File: src/hdl/mrc_pkg.sv
package mrc_pkg;

  localparam int MAX_FRAME_BYTES = 256;
  localparam int COUNT_W = $clog2(MAX_FRAME_BYTES + 1);

  localparam logic [15:0] CRC_START = 16'hFFFF;
  localparam logic [15:0] CRC_POLY  = 16'hA001;

  localparam logic [7:0] RESET_ADDRESS    = 8'h01;
  localparam logic [7:0] RESET_FUNCTION   = 8'h04;
  localparam logic [7:0] RESET_BYTE_COUNT = 8'h04;

  localparam int CFG_INDEX_W = 2;

  typedef enum logic [CFG_INDEX_W-1:0] {
    REG_ADDRESS    = 2'd0,
    REG_FUNCTION   = 2'd1,
    REG_BYTE_COUNT = 2'd2
  } reg_index_t;

  typedef enum logic [1:0] {
    STATUS_OK        = 2'd0,
    STATUS_HEADER    = 2'd1,
    STATUS_CRC       = 2'd2,
    STATUS_TOO_SHORT = 2'd3
  } status_t;

  typedef struct packed {
    logic [7:0] address;
    logic [7:0] function_code;
    logic [7:0] byte_count;
  } mrc_cfg_t;

  typedef struct packed {
    logic               present;
    logic signed [31:0] counter;
    status_t            status;
  } mrc_result_t;

  localparam int OUT_W = 40;

endpackage

File: src/hdl/mrc_crc8.sv
module mrc_crc8 (
  input  logic [15:0] crc,
  input  logic [7:0]  data,
  output logic [15:0] crc_next
);
  import mrc_pkg::*;

  // one byte of the reflected crc-16, bit at a time
  always_comb begin
    logic [15:0] c;
    c = crc ^ {8'h00, data};
    for (int k = 0; k < 8; k++) begin
      if (c[0]) begin
        c = (c >> 1) ^ CRC_POLY;
      end else begin
        c = c >> 1;
      end
    end
    crc_next = c;
  end

endmodule

File: src/hdl/mrc_frame.sv
module mrc_frame (
  input  logic              clk,
  input  logic              rst,
  input  logic              accept,
  input  logic [7:0]        data_byte,
  input  logic              last_byte,
  input  mrc_pkg::mrc_cfg_t cfg,
  output mrc_pkg::mrc_result_t result
);
  import mrc_pkg::*;

  logic [15:0]        crc_acc;
  logic [COUNT_W-1:0] bytes_seen;
  logic [7:0]         held0;
  logic [7:0]         held1;
  logic [31:0]        capture;
  logic               header_ok;

  logic [15:0]        crc_fed;
  logic [15:0]        crc_next;
  logic [COUNT_W-1:0] bytes_next;
  logic [31:0]        capture_next;
  logic               header_next;
  logic               present;
  status_t            status;

  mrc_crc8 u_crc (
    .crc      (crc_acc),
    .data     (held0),
    .crc_next (crc_fed)
  );

  always_comb begin
    // the two newest bytes are held back, so the crc trails by two
    crc_next = (bytes_seen >= COUNT_W'(2)) ? crc_fed : crc_acc;
    bytes_next = (bytes_seen < COUNT_W'(MAX_FRAME_BYTES)) ?
                 bytes_seen + COUNT_W'(1) : bytes_seen;
    header_next = header_ok;
    if (bytes_seen == COUNT_W'(0) && data_byte != cfg.address) header_next = 1'b0;
    if (bytes_seen == COUNT_W'(1) && data_byte != cfg.function_code) header_next = 1'b0;
    if (bytes_seen == COUNT_W'(2) && data_byte != cfg.byte_count) header_next = 1'b0;
    capture_next = capture;
    if (bytes_seen >= COUNT_W'(3) && bytes_seen <= COUNT_W'(6)) begin
      capture_next = {capture[23:0], data_byte};
    end

    priority if (bytes_next < COUNT_W'(5)) begin
      status = STATUS_TOO_SHORT;
    end else if (!header_next) begin
      status = STATUS_HEADER;
    end else if (held1 != crc_next[7:0] || data_byte != crc_next[15:8]) begin
      status = STATUS_CRC;
    end else begin
      status = STATUS_OK;
    end

    present = (status == STATUS_OK) && (bytes_next >= COUNT_W'(9));
    result.status  = status;
    result.present = present;
    result.counter = present ? $signed(capture_next) : 32'sd0;
  end

  always_ff @(posedge clk) begin
    if (rst) begin
      crc_acc    <= CRC_START;
      bytes_seen <= '0;
      held0      <= '0;
      held1      <= '0;
      capture    <= '0;
      header_ok  <= 1'b1;
    end else if (accept) begin
      if (last_byte) begin
        crc_acc    <= CRC_START;
        bytes_seen <= '0;
        held0      <= '0;
        held1      <= '0;
        capture    <= '0;
        header_ok  <= 1'b1;
      end else begin
        crc_acc    <= crc_next;
        bytes_seen <= bytes_next;
        held0      <= held1;
        held1      <= data_byte;
        capture    <= capture_next;
        header_ok  <= header_next;
      end
    end
  end

endmodule

File: config.mk
export PLATFORM = sky130hd
export DESIGN_NAME = mrc_frame
export DESIGN_NICKNAME = d
export VERILOG_FILES = /design/src/hdl/mrc_pkg.sv /design/src/hdl/mrc_crc8.sv /design/src/hdl/mrc_frame.sv
export SDC_FILE = /design/constraint.sdc
export NUM_CORES = 1
export LEC_CHECK = 0
export ABC_AREA = 1
export BUFFER_PORTS_ARGS = -buffer_cell sky130_fd_sc_hd__clkbuf_2
export CORE_MARGIN = 4
export CORE_UTILIZATION = 40
export DETAILED_ROUTE_END_ITERATION = 8
export PLACE_DENSITY_LB_ADDON = 0.05
export SLEW_MARGIN = 10
export SYNTH_ARGS = -nofsm -noshare
export SYNTH_HDL_FRONTEND = slang
export SYNTH_SLANG_ARGS = --single-unit
File: constraint.sdc
create_clock -name clk -period 2.5 [get_ports clk]
set_input_delay 0.25 -clock clk [delete_from_list [all_inputs] [get_ports clk]]
set_output_delay 0.25 -clock clk [all_outputs]
set_load 0.005 [all_outputs]
### Word level (Yosys, flattened, before mapping)

Index checks and enable logic that the tools add are counted.

* $add $sub $neg: 1
* eq/ne operators: 7
* order comparisons: 6
* mux-type cells: 24
* reduce and logical (&&, ||, !) cells: 8
* bitwise logic cells: 9

Operator list (count)
* $mux W16: 10
* $mux W32: 3
* $ne A8 B8 Y1: 5
* $not A2 Y3: 8
* $ge A9 B2 Y1 const B: 2
* $mux W9: 2
* $mux W8: 2
* $xor A16 B8 Y16: 1
* $add A9 B1 Y9 const B: 1
* $eq A9 B1 Y1 const B: 1
* $eq A9 B2 Y1 const B: 1
* $ge A9 B4 Y1 const B: 1
* $le A9 B3 Y1 const B: 1
* $logic_not A9 Y1: 1
* $lt A9 B3 Y1 const B: 1
* $lt A9 B9 Y1 const B: 1
* $mux W2: 3
* $logic_and A1 B1 Y1: 5
* $mux W1: 4
* $logic_not A2 Y1: 1
* $logic_or A1 B1 Y1: 1

* register bits after elaboration: 74
* word-level logic and storage cells: 61
* output and inout bits: 35

### Logic depth before layout (Yosys ltp)

Gate-level depths: netlist of the first run.

* depth in word-level cells: 26
* depth in mapped cells: 20
* depth with buffers taken out: 19

### Hierarchy

A second synthesis of the first run with hierarchy kept.

* cell total of the unflattened synthesis: 823
* area, all modules: 5093.6 um2

Modules (own cells, without submodules)
* mrc_frame: area each 4648.2 um2, cells an instance 758, instances 1
* mrc_crc8: area each 445.4 um2, cells an instance 65, instances 1

### Worst setup path after synthesis of the first run

OpenSTA, ideal clock, no wires.

* kind: register to output
* start: reg bytes_seen[0]
* end: out result[34] in the netlist's numbering
* arrival: 2307 ps
* path slack: -57 ps
* buffers on the path: 3
* cell stages (with the launch flop): 19
* cell sequence: dfxtp_1 > inv_1 > ha_1 > nor2_2 > nand2_4 > buf_6 > nand3_1 > nand2_1 > nand2_1 > nand3_1 > nor2_1 > nand2_1 > nor2_1 > nand2_1 > nor2_4 > nand3_4 > buf_6 > inv_2 > buf_4

* word-level cells in the longest chain between the ends: 9

RTL lines
* start: declaration: RTL line mrc_frame.sv:13 `logic [COUNT_W-1:0] bytes_seen;`
* start signal: assignment: RTL line mrc_frame.sv:81 `bytes_seen <= bytes_next;`
* branches (longest 8 deep; another with $add A9 B1 Y9)
* $logic_and A1 B1 Y1 *: RTL line mrc_frame.sv:57 `present = (status == STATUS_OK) && (bytes_next >= COUNT_W'(9));`
* end: declaration: RTL line mrc_frame.sv:8 `output mrc_pkg::mrc_result_t result`

Mark *: on every way between the ends.

==> results of run 1 <==
[through the flow]
step	cells	hold WS [ns]	util	area, um^2
after floorplan	773	0.3862	-	4847
after global routing	1047	0.2949	0.5473	6356
final	1047	0.2771	0.5473	6356
after CTS	1042	0.2607	0.5352	6216
after global placement	1022	0.4470	0.4973	5776
after detailed placement	1022	0.4580	0.4973	5776
[where the power goes]
| part | switching (mW) | leakage [nW] | internal (mW) |
|---|---|---|---|
| clock network | 0.542 | 0.163 | 0.979 |
| registers | 0.0146 | 0.601 | 1.19 |
| logic | 0.231 | 2.13 | 0.154 |
| total | 0.788 | 2.90 | 2.33 |
[metal layers]
| layer | track usage | vias to the layer above | part of all wire |
|---|---|---|---|
| met5 | 0 | - | 0 |
| met1 | 0.3001 | 2405 | 0.49 |
| met2 | 0.3410 | 129 | 0.45 |
| li1 | - | 2688 | - |
| met3 | 0.03412 | 20 | 0.046 |
| met4 | 0.06813 | 0 | 0.018 |
[layout make-up]
cell class / count / area [um^2] / share of cell area
clock buffers: 10 / 229.0 / 0.03602
clock inverters: 6 / 115.1 / 0.01811
inverters: 106 / 402.9 / 0.06339
multi-input cells: 555 / 2909 / 0.4577
flip-flops and latches: 74 / 1493 / 0.2348
well taps: 143 / 178.9 / 0.02815
repair buffers: 153 / 1028 / 0.1618
[repair_timing]
action                     4_1_cts  5_1_grt
cloned                           1        0
buffers inserted                 3        5
gates resized for setup         21       37
setup endpoints to repair       34       35
pin swaps                        0        4
[worst max-delay path by stage]
stage / endpoint / slack, ns / cells after the start
2_1_floorplan: result[34] / 0.008 / 18
3_3_place_gp: result[7] / -0.22 / 16
3_5_place_dp: result[13] / -0.23 / 16
4_1_cts: result[23] / -0.45 / 18
5_1_grt: result[14] / -0.67 / 18
6_report: result[21] / -0.50 / 18
[worst reg2reg max path: stages, from the launching register on]
cell	delay, ns
dfxtp_2	0.32
nor2_2	0.15
nand2_2	0.10
buf_4	0.14
buf_4	0.12
a21oi_1	0.14
nand3_2	0.08
buf_4	0.30
o21ai_0	0.47
o22ai_1	0.13
inv_1	0.08
nor2_1	0.04
[cells in the final DEF (no fill, tap or decap), types with 17 or more instances in the layout]
| cell type | synthesis | layout |
|---|---|---|
| nor2_2 | 21 | 20 |
| dfxtp_1 | 74 | 69 |
| nor2_1 | 56 | 53 |
| a21oi_1 | 28 | 27 |
| buf_4 | 1 | 74 |
| inv_1 | 102 | 101 |
| nand2_1 | 244 | 230 |
| xnor2_1 | 17 | 17 |
| clkbuf_2 | 0 | 64 |
| o21ai_0 | 45 | 43 |
| o22ai_1 | 42 | 42 |
| nand3_1 | 34 | 30 |
[logic make-up (layout without fill, tap and decap cells)]
family          count (synthesis)  in the layout  synth area share
compound gates                125            125            0.1460
xor+xnor                       32             32           0.05788
fa+ha+maj                       4              4           0.01034
buf+inv                       145            275            0.1196
flops                          74             74            0.3059
simple gates                  393            394            0.3602
[sequential cells by signal, summed over array words and instances (netlist names)]
signal / cells
crc_acc: 16
held1: 8
bytes_seen: 9
held0: 8
capture: 32
header_ok: 1
==> results.sh, run 1 <==
export IMPL_cts_tree="done"
export IMPL_area_growth_pct=31.27
export IMPL_finalHoldViolCount=0
export IMPL_ys_types=34
export IMPL_netlist_area_leader_share=0.3059
export IMPL_fin_ws_ns=-0.4966
export IMPL_io_buffers=70
export IMPL_ys_seq_area_frac=0.3059
export IMPL_wl_um=15030
export IMPL_r2r_end="capture[23]"
export IMPL_cts_sinks=74
export IMPL_min_period_ns=2.997
export IMPL_slew_headroom=0.5486
export IMPL_syn_area_mm2=0.004842
export IMPL_setup_viol=34
export IMPL_first_pass_iters=5
export IMPL_drtIter0Drc=354
export IMPL_max_freq_ghz=0.3337
export IMPL_drive_gt1_frac=0.2688
export IMPL_route_vias_total=5242
export IMPL_antenna_found_initial=0
export IMPL_status="finished with violations"
export IMPL_cp_required_ns=2.25
export IMPL_slew_violations=0
export IMPL_hpwl_um=10610
export IMPL_rsz0062_at_grt="true"
export IMPL_insertion_delay_ns=0.34
export IMPL_rr_worst_depth=11
export IMPL_power_total_mw=3.115
export IMPL_cp_startpoint="bytes_seen[3]"
export IMPL_cp_common_cell="nand2_1"
export IMPL_dpl_worst_slack_ns=-0.2305
export IMPL_synth_edf_count=0
export IMPL_io_pins=71
export IMPL_htreeDepth=3
export IMPL_drv_cap=0
export IMPL_violations="setup timing"
export IMPL_min_to="header_ok"
export IMPL_power_density_mw_per_mm2=490.2
export IMPL_arrival_ns=2.75
export IMPL_synth_seq_cells=74
export IMPL_cts_hold_buf=0
export IMPL_wl_per_cell_um=14.36
export IMPL_syn_area_per_cell_um2=6.264
export IMPL_detail_route_vias_per_cell=5.007
export IMPL_crit_path_end_kind="primary output"
export IMPL_cp_slowest_stage_delay_ns=0.36
export IMPL_finalNetCount=939
export IMPL_grt_ovfl_total=0
export IMPL_whs_path_depth=3
export IMPL_worst_pin_slew_ns=0.6772
export IMPL_yosys_warnings=0
export IMPL_diodes=0
export IMPL_die_width_um=118.0
export IMPL_row_count=39
export IMPL_crit_type="reg2out"
export IMPL_setup_tns_ns=-15.77
export IMPL_clkTransAtPathRegs_ns=0.06
export IMPL_hold_start="last_byte"
export IMPL_drc_errors=0
export IMPL_grt_pass1_wl_um=24650
export IMPL_cts_root_buf="clkbuf_16"
export IMPL_ir_drop_mv=0.3655
export IMPL_die_y_um=118.0
export IMPL_antenna_left=0
export IMPL_syn_nets=813
export IMPL_crit_family="simple AND/OR/NAND/NOR gates"
export IMPL_grtUsageTotal=0.2155
export IMPL_p_leak_nw=2.896
export IMPL_fillerInstances=1193
export IMPL_critPathMaxFanout=22
export IMPL_r2r_start="bytes_seen[4]"
export IMPL_clockBufferDepth=2
export IMPL_grt_max_degree=65
export IMPL_yosysTopAreaCell="dfxtp_1"
export IMPL_slowest_stage="dfxtp_4"
export IMPL_core_mm2=0.01161
export IMPL_start_util=0.4169
export IMPL_finClkSkew_ns=0.005900
export IMPL_grt_pass1_vias=5018
export IMPL_yosysMostFrequentCell="nand2_1"
export IMPL_min_path_type="in2reg"
export IMPL_async_flop_share=0
export IMPL_cts_buffers=9
export IMPL_post_route_period_util=1.199
export IMPL_worstPathCellList="nor2_4 > nand2_2 > nor2_4 > nand2_4 > buf_6 > o21ai_4 > nand2_1 > nand2_1 > nand2_1 > nor2_1 > nand2_1 > nor2_1 > nand2_1 > nor2_4 > nand3_4 > buf_12 > nor2_2 > clkbuf_2"
export IMPL_yosys_top_cells_area="dfxtp_1 31%, nand2_1 19%, inv_1 7.9%"
export IMPL_routabilityCongestion=0.8752
export IMPL_startpoint_type="flip-flop"
export IMPL_die_area_mm2=0.01393
export IMPL_ff2ff_setup_slack_ns=0.29
export IMPL_yosys_top_cells_count="244 x nand2_1, 102 x inv_1, 74 x dfxtp_1"
export IMPL_synthFlopType="dfxtp_1"
export IMPL_crit_buf_inv=3
export IMPL_synthCells=773
(Power assumes the default switching activity.)
==> inputs of run 2 (changes only) <==
Settings changed: CORE_ASPECT_RATIO set to 1.4, CTS_BUF_LIST set to sky130_fd_sc_hd__clkbuf_4 sky130_fd_sc_hd__clkbuf_8.
==> results.sh, run 2 (synthesis gave the netlist of run 1 again) <==
export IMPL_status="finished with violations"
export IMPL_violations="setup timing"
export IMPL_ir_drop_mv=0.2155
export IMPL_startpoint_type="flip-flop"
export IMPL_slowest_stage="dfxtp_2"
export IMPL_setup_viol=34
export IMPL_route_vias_total=5334
export IMPL_drv_cap=0
export IMPL_die_y_um=138.2
export IMPL_multi_input_area_mm2=0.003028
export IMPL_min_period_ns=3.012
export IMPL_wl_per_cell_um=14.60
export IMPL_crit_buf_inv=5
export IMPL_post_route_period_util=1.205
export IMPL_final_common_cell="nand2_1"
export IMPL_die_area_mm2=0.01395
export IMPL_diodes=0
export IMPL_slew_headroom=0.5551
export IMPL_routabilityCongestion=0.8641
export IMPL_detail_route_vias_per_cell=4.985
export IMPL_cp_common_cell="nand2_1"
export IMPL_post_route_util=0.5544
export IMPL_cts_sinks=74
export IMPL_fin_cells=1070
export IMPL_htreeDepth=3
export IMPL_p_leak_nw=2.962
export IMPL_whs_path_depth=3
export IMPL_drtIter0Drc=211
export IMPL_fin_ws_ns=-0.5121
export IMPL_dpl_worst_slack_ns=-0.2650
export IMPL_io_pins=71
export IMPL_row_count=47
export IMPL_grt_ovfl_total=0
export IMPL_hpwl_um=10870
export IMPL_critPathMaxFanout=8
export IMPL_cts_buffers=9
export IMPL_grtUsageTotal=0.2252
export IMPL_cts_hold_buf=0
export IMPL_crit_path_end_kind="primary output"
export IMPL_rr_worst_depth=15
export IMPL_layout_common_cells="229 x nand2_1, 99 x inv_1, 88 x buf_4"
export IMPL_hold_start="last_byte"
export IMPL_crit_type="reg2out"
export IMPL_core_mm2=0.01182
export IMPL_drc_errors=0
export IMPL_top_regs="capture (32), crc_acc (16), bytes_seen (9)"
export IMPL_worstPathCellList="inv_2 > ha_4 > nor2_4 > nand2_4 > buf_8 > nand2_2 > nand3b_1 > nand2_1 > nand2_1 > nor2_1 > nand2_1 > nor2_1 > nand2_1 > nor2_4 > nand3_4 > buf_4 > buf_12 > nor2_4 > clkbuf_2"
export IMPL_grt_pass1_wl_um=24990
export IMPL_cp_required_ns=2.25
export IMPL_setup_tns_ns=-16.36
export IMPL_antenna_left=0
export IMPL_clkTransAtPathRegs_ns=0.08
export IMPL_slew_violations=0
export IMPL_min_to="header_ok"
export IMPL_start_util=0.4097
export IMPL_finalHoldViolCount=0
export IMPL_r2r_end="capture[27]"
export IMPL_finalNetCount=958
export IMPL_cts_root_buf="clkbuf_8"
export IMPL_io_buffers=70
export IMPL_dp_cells=1024
export IMPL_grt_max_degree=65
export IMPL_largest_register_ffs=32
export IMPL_wl_um=15620
export IMPL_grt_pass1_vias=5207
export IMPL_first_pass_iters=4
export IMPL_ff2ff_setup_slack_ns=0.19
export IMPL_max_freq_ghz=0.3320
export IMPL_insertion_delay_ns=0.36
export IMPL_drive_gt1_frac=0.3034
export IMPL_area_growth_pct=35.32
export IMPL_die_width_um=101.0
export IMPL_cp_slowest_stage_delay_ns=0.35
export IMPL_clockBufferDepth=2
export IMPL_top_register="capture"
export IMPL_min_path_type="in2reg"
export IMPL_ff_latch_area_mm2=0.001493
export IMPL_arrival_ns=2.76
export IMPL_power_density_mw_per_mm2=384.1
export IMPL_r2r_start="bytes_seen[8]"
export IMPL_rsz0062_at_grt="true"
export IMPL_crit_family="simple AND/OR/NAND/NOR gates"
export IMPL_fillerInstances=1200
export IMPL_antenna_found_initial=0
export IMPL_finClkSkew_ns=0.009937
export IMPL_worst_pin_slew_ns=0.6673
export IMPL_cts_tree="done"
-- run 2: through the flow --
step	area (um^2)	hold slack, ns	total power [mW]
finish	6553	0.2466	2.517
CTS	6429	0.2345	2.528
floorplan	4847	0.3862	1.451
global placement	5793	0.4462	1.608
detailed placement	5793	0.4589	1.613
global route	6553	0.2621	2.627
-- run 2: routing by layer --
layer	routed length (um)	GRT usage	vias to the layer above
met5	0	0	-
met3	693	0.03377	48
li1	-	-	2747
met4	843	0.1352	0
met1	6196	0.2521	2410
met2	7888	0.3933	129
-- run 2: worst max-delay path by stage --
stage	start	end	slack, ns	depth (start not counted)
6_report	bytes_seen[0]	result[6]	-0.51	19
5_1_grt	bytes_seen[0]	result[8]	-0.75	19
4_1_cts	bytes_seen[3]	result[17]	-0.45	19
3_5_place_dp	data_byte[3]	result[23]	-0.26	14
3_3_place_gp	data_byte[3]	result[33]	-0.25	14
2_1_floorplan	bytes_seen[0]	result[34]	0.008	18
-- run 2: worst min-delay path, stage by stage --
cell and delay (ns):
clkbuf_2 0.16, o21ai_0 0.11, nand2_1 0.05
-- run 2: area by class of cell --
cell class                      instances  share of cell area
Tap cell                              147             0.02807
Multi-Input combinational cell        554              0.4621
Inverter                              106             0.06149
Clock buffer                           11             0.02215
Clock inverter                          5            0.005728
Sequential cell                        74              0.2278
Timing Repair Buffer                  173              0.1927
-- run 2: report_power, final --
part	switching [mW]	total, mW	internal [mW]	leakage, nW
Sequential	0.0139	1.21	1.19	0.600
Combinational	0.244	0.408	0.164	2.27
Clock	0.497	0.901	0.404	0.0898
Total	0.755	2.52	1.76	2.96
-- run 2: timing repair --
action,in CTS,in global routing
resized for setup,70,29
cloned,3,0
pin swaps,7,13
setup endpoints to repair,34,35
endpoints found under the hold margin,0,0
buffers inserted,20,8
==> inputs of run 3 (changes only) <==
Settings changed: BUFFER_PORTS_ARGS -buffer_cell sky130_fd_sc_hd__clkbuf_2 to -buffer_cell sky130_fd_sc_hd__buf_2, RECOVER_POWER set to 50.
==> results.sh, run 3 (synthesis gave the netlist of run 1 again) <==
export IMPL_slowest_stage="dfxtp_2"
export IMPL_antenna_found_initial=0
export IMPL_cts_root_buf="clkbuf_8"
export IMPL_cts_tree="done"
export IMPL_setup_viol=34
export IMPL_rsz0062_at_grt="true"
export IMPL_worstPathCellList="nor2_4 > nand2_2 > nor2_4 > nand2_4 > buf_6 > nand3_1 > nand2_1 > nand2_1 > nand3_1 > nor2_1 > nand2_1 > nor2_1 > nand2_1 > nor2_4 > nand3_4 > clkbuf_16 > nor2_2 > buf_2"
export IMPL_finalNetCount=942
export IMPL_multi_input_area_mm2=0.003005
export IMPL_area_growth_pct=32.64
export IMPL_crit_type="reg2out"
export IMPL_io_buffers=70
export IMPL_detail_route_vias_per_cell=4.982
export IMPL_finClkSkew_ns=0.008209
export IMPL_htreeDepth=3
export IMPL_worst_pin_slew_ns=1.431
export IMPL_whs_path_depth=3
export IMPL_cts_hold_buf=0
export IMPL_ff_latch_area_mm2=0.001508
export IMPL_min_period_ns=2.952
export IMPL_grtUsageTotal=0.2138
export IMPL_r2r_end="capture[15]"
export IMPL_io_pins=71
export IMPL_layout_common_cells="231 x nand2_1, 99 x inv_1, 75 x buf_4"
export IMPL_insertion_delay_ns=0.36
export IMPL_route_vias_total=5251
export IMPL_core_mm2=0.01182
export IMPL_cts_buffers=9
export IMPL_crit_buf_inv=3
export IMPL_row_count=47
export IMPL_drtIter0Drc=209
export IMPL_start_util=0.4097
export IMPL_drive_gt1_frac=0.2922
export IMPL_finalHoldViolCount=0
export IMPL_routabilityCongestion=0.8668
export IMPL_fin_ws_ns=-0.4519
export IMPL_min_to="held1[2]"
export IMPL_diodes=0
export IMPL_p_leak_nw=2.921
export IMPL_hpwl_um=11090
export IMPL_final_common_cell="nand2_1"
export IMPL_cp_required_ns=2.25
export IMPL_post_route_period_util=1.181
export IMPL_grt_ovfl_total=0
export IMPL_fillerInstances=1197
export IMPL_wl_um=15660
export IMPL_post_route_util=0.5433
export IMPL_clockBufferDepth=2
export IMPL_dpl_worst_slack_ns=-0.2272
export IMPL_crit_path_end_kind="primary output"
export IMPL_drc_errors=0
export IMPL_setup_tns_ns=-14.41
export IMPL_cp_common_cell="nand2_1"
export IMPL_power_density_mw_per_mm2=418.1
export IMPL_grt_max_degree=65
export IMPL_critPathMaxFanout=8
export IMPL_drv_cap=0
export IMPL_die_area_mm2=0.01395
export IMPL_grt_pass1_vias=4985
export IMPL_antenna_left=0
export IMPL_whs_ns=0.2688
export IMPL_first_pass_iters=5
export IMPL_largest_register_ffs=32
export IMPL_top_register="capture"
export IMPL_wl_per_cell_um=14.85
export IMPL_hold_start="data_byte[2]"
export IMPL_die_y_um=138.2
export IMPL_status="finished with violations"
export IMPL_max_freq_ghz=0.3388
export IMPL_cp_slowest_stage_delay_ns=0.34
export IMPL_arrival_ns=2.70
export IMPL_violations="setup timing"
export IMPL_top_regs="capture (32), crc_acc (16), bytes_seen (9)"
export IMPL_crit_family="simple AND/OR/NAND/NOR gates"
export IMPL_startpoint_type="flip-flop"
export IMPL_r2r_start="bytes_seen[0]"
export IMPL_min_path_type="in2reg"
export IMPL_grt_pass1_wl_um=23740
export IMPL_ff2ff_setup_slack_ns=0.40
export IMPL_cts_sinks=74
export IMPL_ir_drop_mv=0.1993
export IMPL_rr_worst_depth=11
export IMPL_die_width_um=101.0
export IMPL_slew_headroom=0.04586
export IMPL_clkTransAtPathRegs_ns=0.08
export IMPL_slew_violations=0
-- run 3: changes by cell type in the layout (fill, tap and decap cells not counted), sizes merged --
cell      before  now
clkbuf        73   14
bufinv         0    2
clkinv         2    4
clkinvlp       2    1
inv          107  105
buf          111  153
-- run 3: per-layer routing --
layer / routed length, um / GRT usage
met1: 6224 / 0.2404
met2: 8129 / 0.3818
met3: 674 / 0.03629
met4: 629 / 0.1029
met5: 0 / 0
-- run 3: cell type report --
class	count	share of cell area
Multi-Input combinational cell	554	0.4680
Inverter	106	0.06234
Sequential cell	74	0.2348
Clock inverter	6	0.01403
Timing Repair Buffer	157	0.1709
Clock buffer	10	0.02143
Tap cell	147	0.02864
-- run 3: what timing repair did --
action | CTS | global route
buffers inserted | 7 | 3
pin swaps | 2 | 4
setup endpoints to repair | 34 | 35
cloned | 0 | 3
resized for setup | 29 | 51
-- run 3: worst max path at each step --
stage	start	endpoint	slack, ns	cells past startpoint
6_report	bytes_seen[8]	result[15]	-0.45	18
5_1_grt	bytes_seen[3]	result[14]	-0.64	14
4_1_cts	bytes_seen[3]	result[6]	-0.43	18
3_5_place_dp	data_byte[3]	result[6]	-0.23	14
3_3_place_gp	data_byte[3]	result[23]	-0.19	14
2_1_floorplan	bytes_seen[0]	result[34]	0.008	18
-- run 3: through the flow --
step	instances	instance area, um^2	power [mW]
floorplan	773	4847	1.451
global placement	1025	5801	1.613
detailed placement	1025	5801	1.617
CTS	1048	6166	2.705
global route	1054	6422	2.795
finish	1054	6422	2.685
-- run 3: worst reg2reg max path, delay by kind of cell (launching register included) --
family	cells	cell delay, ns
flip-flops	1	0.34
AO/OA/AOI/OAI	3	0.78
buffers and inverters	4	0.52
adder cells (fa/ha/maj)	1	0.14
AND/OR/NAND/NOR	3	0.18
-- run 3: power breakdown --
| part | switching [mW] | internal, mW | leakage (nW) |
|---|---|---|---|
| registers | 0.0150 | 1.19 | 0.602 |
| clock network | 0.493 | 0.591 | 0.112 |
| logic | 0.238 | 0.156 | 2.21 |
